<file path="src/sv/psieve_pkg.sv">
// Shared types and constants for the prime sieve table.
// Request/result payloads, microword layout, step addresses and status flags.
// No dependencies.
package psieve_pkg;

  localparam logic OP_BUILD = 1'b0;
  localparam logic OP_READ  = 1'b1;

  typedef struct packed {
    logic        operation;
    logic [15:0] bound;
    logic [12:0] index;
  } req_t;

  typedef struct packed {
    logic [15:0] value;
    logic        valid_res;
  } res_t;

  typedef enum logic [3:0] {
    S_IDLE,
    S_READ,
    S_BINIT,
    S_CLEAR,
    S_NTWO,
    S_OTEST,
    S_OCHECK,
    S_MARK,
    S_ONEXT,
    S_GINIT,
    S_GREAD,
    S_GCHECK,
    S_DONE
  } step_t;

  typedef enum logic [3:0] {
    C_NONE,
    C_ALWAYS,
    C_DISPATCH,
    C_SMALL,
    C_CLR_MORE,
    C_SQ_GT,
    C_COMPOSITE,
    C_MARK_MORE,
    C_N_GT
  } cond_t;

  typedef enum logic [1:0] {
    N_HOLD,
    N_ZERO,
    N_TWO,
    N_INC
  } nop_t;

  typedef enum logic [1:0] {
    M_HOLD,
    M_SQ,
    M_ADD
  } mop_t;

  typedef struct packed {
    cond_t cond;
    step_t target;
    nop_t  n_op;
    mop_t  m_op;
    logic  map_we;
    logic  mark;
    logic  cnt_clr;
    logic  gather;
    logic  out_en;
    logic  out_build;
  } uword_t;

  localparam uword_t UW_NOP = '{
    cond: C_NONE, target: S_IDLE, n_op: N_HOLD, m_op: M_HOLD,
    map_we: 1'b0, mark: 1'b0, cnt_clr: 1'b0, gather: 1'b0,
    out_en: 1'b0, out_build: 1'b0
  };

  typedef struct packed {
    logic below_two;
    logic clr_more;
    logic sq_gt;
    logic composite;
    logic mark_more;
    logic n_gt;
  } stat_t;

endpackage

</file>
<file path="src/sv/psieve_useq.sv">
// Microcode sequencer for the prime sieve table: step counter, control ROM
// and jump logic. Depends on psieve_pkg.
module psieve_useq (
  input  logic              clk,
  input  logic              rst,
  input  logic              start,
  input  logic              operation,
  input  psieve_pkg::stat_t stat,
  output psieve_pkg::uword_t ctl,
  output logic              busy,
  output logic              accept
);
  import psieve_pkg::*;

  step_t upc;
  step_t upc_next;
  logic  taken;

  function automatic uword_t rom(step_t s);
    uword_t w;
    w = UW_NOP;
    unique case (s)
      S_IDLE: begin
        w.cond = C_DISPATCH;
      end
      S_READ: begin
        w.out_en = 1'b1;
        w.cond   = C_ALWAYS;
        w.target = S_IDLE;
      end
      S_BINIT: begin
        w.cnt_clr = 1'b1;
        w.n_op    = N_ZERO;
        w.cond    = C_SMALL;
        w.target  = S_DONE;
      end
      S_CLEAR: begin
        w.map_we = 1'b1;
        w.n_op   = N_INC;
        w.cond   = C_CLR_MORE;
        w.target = S_CLEAR;
      end
      S_NTWO: begin
        w.n_op = N_TWO;
      end
      S_OTEST: begin
        w.cond   = C_SQ_GT;
        w.target = S_GINIT;
      end
      S_OCHECK: begin
        w.m_op   = M_SQ;
        w.cond   = C_COMPOSITE;
        w.target = S_ONEXT;
      end
      S_MARK: begin
        w.map_we = 1'b1;
        w.mark   = 1'b1;
        w.m_op   = M_ADD;
        w.cond   = C_MARK_MORE;
        w.target = S_MARK;
      end
      S_ONEXT: begin
        w.n_op   = N_INC;
        w.cond   = C_ALWAYS;
        w.target = S_OTEST;
      end
      S_GINIT: begin
        w.n_op = N_TWO;
      end
      S_GREAD: begin
        w.cond   = C_N_GT;
        w.target = S_DONE;
      end
      S_GCHECK: begin
        w.gather = 1'b1;
        w.n_op   = N_INC;
        w.cond   = C_ALWAYS;
        w.target = S_GREAD;
      end
      S_DONE: begin
        w.out_en    = 1'b1;
        w.out_build = 1'b1;
        w.cond      = C_ALWAYS;
        w.target    = S_IDLE;
      end
      default: begin
        w.cond   = C_ALWAYS;
        w.target = S_IDLE;
      end
    endcase
    return w;
  endfunction

  always_comb begin
    ctl    = rom(upc);
    busy   = (upc != S_IDLE);
    accept = start & ~busy;
  end

  always_comb begin
    unique case (ctl.cond)
      C_ALWAYS:    taken = 1'b1;
      C_SMALL:     taken = stat.below_two;
      C_CLR_MORE:  taken = stat.clr_more;
      C_SQ_GT:     taken = stat.sq_gt;
      C_COMPOSITE: taken = stat.composite;
      C_MARK_MORE: taken = stat.mark_more;
      C_N_GT:      taken = stat.n_gt;
      default:     taken = 1'b0;
    endcase
    if (ctl.cond == C_DISPATCH) begin
      if (!start) begin
        upc_next = S_IDLE;
      end else if (operation == OP_READ) begin
        upc_next = S_READ;
      end else begin
        upc_next = S_BINIT;
      end
    end else if (taken) begin
      upc_next = ctl.target;
    end else begin
      upc_next = step_t'(upc + 4'd1);
    end
  end

  always_ff @(posedge clk) begin
    if (rst) begin
      upc <= S_IDLE;
    end else begin
      upc <= upc_next;
    end
  end

endmodule

</file>
<file path="config.mk">
export PLATFORM = sky130hd
export DESIGN_NAME = psieve_useq
export DESIGN_NICKNAME = d
export VERILOG_FILES = /design/src/sv/psieve_pkg.sv /design/src/sv/psieve_useq.sv
export SDC_FILE = /design/constraint.sdc
export NUM_CORES = 1
export LEC_CHECK = 0
export BUFFER_PORTS_ARGS = -buffer_cell sky130_fd_sc_hd__buf_2
export CORE_UTILIZATION = 50
export CTS_BUF_LIST = sky130_fd_sc_hd__clkbuf_8
export CTS_CLUSTER_DIAMETER = 200
export DETAILED_ROUTE_END_ITERATION = 12
export HOLD_SLACK_MARGIN = 0.15
export PLACE_DENSITY = 0.92
export SYNTH_ARGS = -nofsm -noshare
export SYNTH_HDL_FRONTEND = slang
export SYNTH_SLANG_ARGS = --single-unit
</file>
<file path="constraint.sdc">
create_clock -name clk -period 5.45 [get_ports clk]
set_clock_uncertainty 0.1 [all_clocks]
set_input_delay 1.09 -clock clk [delete_from_list [all_inputs] [get_ports clk]]
set_output_delay 1.09 -clock clk [all_outputs]
set_load 0.05 [all_outputs]
</file>
### Yosys cells after proc, flatten, opt, wreduce, memory -nomap -nowiden

Index checks and enable logic that the tools add are counted.

| operators by class | value |
|---|---|
| mux-type cells | 15 |
| $add $sub $neg | 1 |
| equal/unequal tests | 20 |
| bitwise gates (word level) | 2 |
| reductions and logical operators | 7 |

Operators by type and width:

| kind | count |
|---|---|
| $eq 4x3->1 const B | 8 |
| $pmux 4 s8 | 1 |
| $pmux 4 s7 | 1 |
| $eq 4x4->1 const B | 6 |
| $eq 4x2->1 const B | 4 |
| $eq 4x1->1 const B | 2 |
| $mux 4 | 2 |
| $reduce_or 2->1 | 4 |
| $pmux 1 s7 | 1 |
| $mux 1 | 6 |
| $pmux 2 s3 | 1 |
| $add 4x1->4 const B | 1 |
| $logic_not 4->1 | 1 |
| $mux 2 | 2 |
| $pmux 2 s2 | 1 |
| $reduce_bool 4->1 | 1 |
| $reduce_or 3->1 | 1 |
| $and 1x1->1 | 1 |
| $not 1->1 | 1 |

| word-level totals | value |
|---|---|
| input bits | 10 |
| bits in registers | 4 |
| word-level logic and storage cells | 46 |
| output and inout port bits | 20 |

### Depth between registers and ports, before layout

| logic depth | value |
|---|---|
| depth after elaboration | 7 |
| mapped depth | 10 |
| depth with buffers taken out | 8 |

### Worst setup path after synthesis

No wires, ideal clock.

| path | value |
|---|---|
| path type | register to output |
| from | register upc[3] |
| to | output port ctl[9] (netlist name) |
| path buffers | 2 |
| arrival | 1802 ps |
| setup slack | 2458 ps |
| stages on the path, launching flop included | 5 |
| data required time | 4260 ps |
| cell sequence | dfxtp_1 buf_2 buf_1 o22ai_1 a22oi_1 |

RTL lines:

| item | RTL line | text |
|---|---|---|
| from (decl) | psieve_useq.sv:15 | `step_t upc;` |
| from (signal assigned) | psieve_useq.sv:130 | `upc <= upc_next;` |
| to (decl) | psieve_useq.sv:9 | `output psieve_pkg::uword_t ctl,` |

==> reports/results.txt <==
At the worst endpoint, the arrival time is 2.26 ns. In this run, post-CTS repair resized a total of 0 instances. Number of global-route vias before repair: 608.

The cell that appears most often on the critical path is inv_1. The run gives 223 uW as the total internal power. The buffer levels on the longest clock path was 2; the wire length of the first global-routing pass was 2570 um. The placed instances occupy a cell area of 776 um2. STA classifies the critical path endpoint as an output port. The number of antenna diodes in the final layout is 0.

The reported net switching power was 382 uW. Across the whole layout, storage elements account for 80.1 um2. The worst register-to-register path ends at upc[0].

Cell family contributing the most delay on the critical path: simple AND/OR/NAND/NOR gates. The routed design has 1750 um of wire. The run gives 0 as the setup-violating endpoint count in the final report. The placement row count came out at 12. The logs give 0 for the total of hold buffers inserted after clock tree synthesis and 0 for the residual DRC count.

Synthesized flop and latch total: 4. The run gives 606 uW as the sum of internal, switching and leakage power. The floorplan step defined a die boundary enclosing 1520 um2. The tools report the number of antenna violations at the first check in global routing as 0. The congestion estimate from routability-driven global placement came to 0.750. The average cell area after synthesis is 7.28 um2, and the first-pass detailed-route iteration total is 4.

The die height works out to 39.0 um. The final layout contains 132 nets. For the starting utilization of the core area, the log shows 0.577. The multi-input combinational cells in the finished layout cover a total of 492 um2.

Timing would allow up to 290 MHz. The part of the total power dissipated in combinational logic came out at 0.803. In the synthesized netlist the dominant register cell turns out to be dfxtp_1. For the worst max-slew margin expressed relative to the limit, the log shows 0.462.

Global routing finished with a remaining overflow of 0. Clock latency on the worst-skew pair, taken at its later pin, is 0.22 ns. The number of non-filler instances in the completed layout is 130, and the sum of buffers and inverters on the critical path is 3. The standby leakage power is 0.436 nW. The run gives 30 as the number of I/O pins.

The clock sink count was 4; the total negative setup slack was 0 ns. The most common cell after layout, fill and taps aside was buf_2. The number of library cell types mapped by synthesis is 37. In this run the tool buffered the top-level ports with 29 buffer cells. Net count of the mapped netlist: 108. The tools report the post-route antenna net violation count as 0. The chip width came out at 39.0 um. The post-layout instance area came out at 817 um2.

In this run the worst path has a maximum fanout of 18. More flip-flops sit in one register than any other, and that register is upc. The number of synthesized flops with an enable pin is 0. The run gives 0 as the yosys synthesis warning count. The final-report hold violation count is 0, and the number of stages on the worst setup path is 7. Including well taps, the total number of placed cells is 127.

The post-synthesis async set-or-reset flop share was 0. The largest registers in the layout are upc: 4 flops. The sequential area share after synthesis was 0.117; the number of max-cap violations was 0. The tools report the number of slew-limit violations in the final report as 0.

For this design, the slowest cell found on the critical path is ha_1. Synthesis produced 94 cells. The mapped netlist covers 684 um2.

The startpoint of the worst register-to-register path is upc[0]. Entering global routing, the biggest net connects 27 pins. Following the worst setup path forward leads to its endpoint at ctl[14]. In the layout the commonest cells are buf_2, inv_1, nor2_1, a21oi_1, o22ai_1.

Setup repair after global routing left no endpoint under its margin. The worst-case vdd ir drop is 0.482 mV, and the sequential group share of total power is 0.091. Clock-pin slew was measured on the worst setup and hold paths at 0.03 ns. At the pin with the least slew margin, the transition time is 0.806 ns. For flop-to-flop paths, the worst setup slack is 2.73 ns. For the finished layout, the period the worst path requires is 3.45 ns. TritonCTS built the clock tree.

Clock tree synthesis selected as its root buffer the cell clkbuf_8. The worst setup path is launched from a register. The share of cells above drive strength 1 came out at 0.302.

The critical path starts at upc[0]. The switching power share of the total works out to 0.631. The relative contribution of the clock network to total power is 0.106, and the power density over cell area is 741 nW/um2. The number of DRC violations after detailed-routing iteration 0 was 19; the via total after detailed routing was 774.

Traced cell by cell, the critical path runs through inv_1, ha_1, nor2_1, nor4b_1, o21a_1, inv_1, buf_2. Measured in cells, the most critical reg-to-reg path has a length of 8. By startpoint and endpoint, the worst setup path is classified as register to output port.

In the final routed layout, each cell accounts on average for 13.5 um. Summed over all nets, the half-perimeter wirelength after detailed placement is 1160 um. The logs give 0.250 for the total global routing track utilization and 4.26 ns for the data required time at the worst endpoint.

The run gives 0 as the post-CTS setup buffer count. The core area is 1190 um2. The largest single stage delay on the critical path is 0.52 ns.

The layout has 113 filler cells. The depth of the CTS H-tree was 1. The average via count per standard cell is 5.95, and the synthesis-to-layout area growth is 19.4%. The tightest min-delay check is of the register to register type. The number of flip-flops under the largest register name is 4. The number of clock buffers added by TritonCTS is 3.

The final clock period utilization by the worst path works out to 0.633. The run finished with clean final reports.
per-layer routing:
layer | part of all wire | track usage | routed length, um
met1 | 0.44 | 0.288 | 774
met2 | 0.48 | 0.433 | 848
met3 | 0.055 | 0.0347 | 97
met4 | 0.019 | 0.138 | 34
met5 | 0 | 0 | 0
power by group through the flow:
stage / clock network (mW) / logic [mW] / registers (mW)
after floorplan: 0 / 0.418 / 0.0447
after global placement: 0 / 0.472 / 0.0531
after detailed placement: 0 / 0.478 / 0.0548
after CTS: 0.0632 / 0.485 / 0.0542
after global routing: 0.0659 / 0.513 / 0.0569
final: 0.0642 / 0.487 / 0.0550
tightest hold or removal path: stages (launching register included):
cell      delay (ns)
dfxtp_1         0.33
nand3_1         0.10
xnor2_1         0.12
a211oi_1        0.08
synth_stat cells (2+ instances only):
library cell	n	area, um2
mux2i_1	4	40.0
nand2b_1	2	12.5
inv_1	11	41.3
o21ai_0	2	10.0
and3_1	2	12.5
dfxtp_1	4	80.1
buf_2	3	15.0
nand3_1	2	10.0
buf_4	2	15.0
a22oi_1	2	15.0
o31ai_1	2	15.0
ha_1	4	50.1
xnor2_1	2	17.5
nand2_1	3	11.3
o22ai_1	6	37.5
nor2_1	9	33.8
buf_6	3	33.8
a211oi_1	4	30.0
a21oi_1	9	45.0
layout make-up:
| cell class | count | area share |
|---|---|---|
| Clock buffer | 3 | 0.0505 |
| Multi-Input combinational cell | 69 | 0.602 |
| Tap cell | 14 | 0.0214 |
| Sequential cell | 4 | 0.0980 |
| Inverter | 11 | 0.0505 |
| Timing Repair Buffer | 29 | 0.178 |
how the worst min path moves through the flow:
stage	cells past startpoint	from	to	slack (ns)
3_3_place_gp	3	upc[0]	upc[0]	0.55
2_1_floorplan	3	upc[0]	upc[0]	0.51
4_1_cts	3	upc[1]	upc[3]	0.59
5_1_grt	3	upc[1]	upc[3]	0.61
3_5_place_dp	3	upc[1]	upc[3]	0.57
6_report	3	upc[1]	upc[3]	0.60
metrics by stage:
step,hold slack (ns),setup slack (ns),util
2_1_floorplan,0.513,2.46,-
3_3_place_gp,0.552,2.38,0.654
3_5_place_dp,0.572,2.25,0.654
4_1_cts,0.591,2.00,0.689
5_1_grt,0.613,1.84,0.689
6_report,0.597,2.00,0.689
cell families (layout without fill, tap and decap cells):
group	Yosys count	count (layout)	share of synthesized area
adders and majority gates	4	4	0.0731
and+or+nand+nor	24	24	0.181
DFF	4	4	0.117
muxes	4	4	0.0585
xor gates and xnor gates	2	2	0.0256
buffers and inverters	21	43	0.165
AOI/OAI and AO/OA	35	35	0.380
Note: power is estimated with default switching activity, not from simulation.
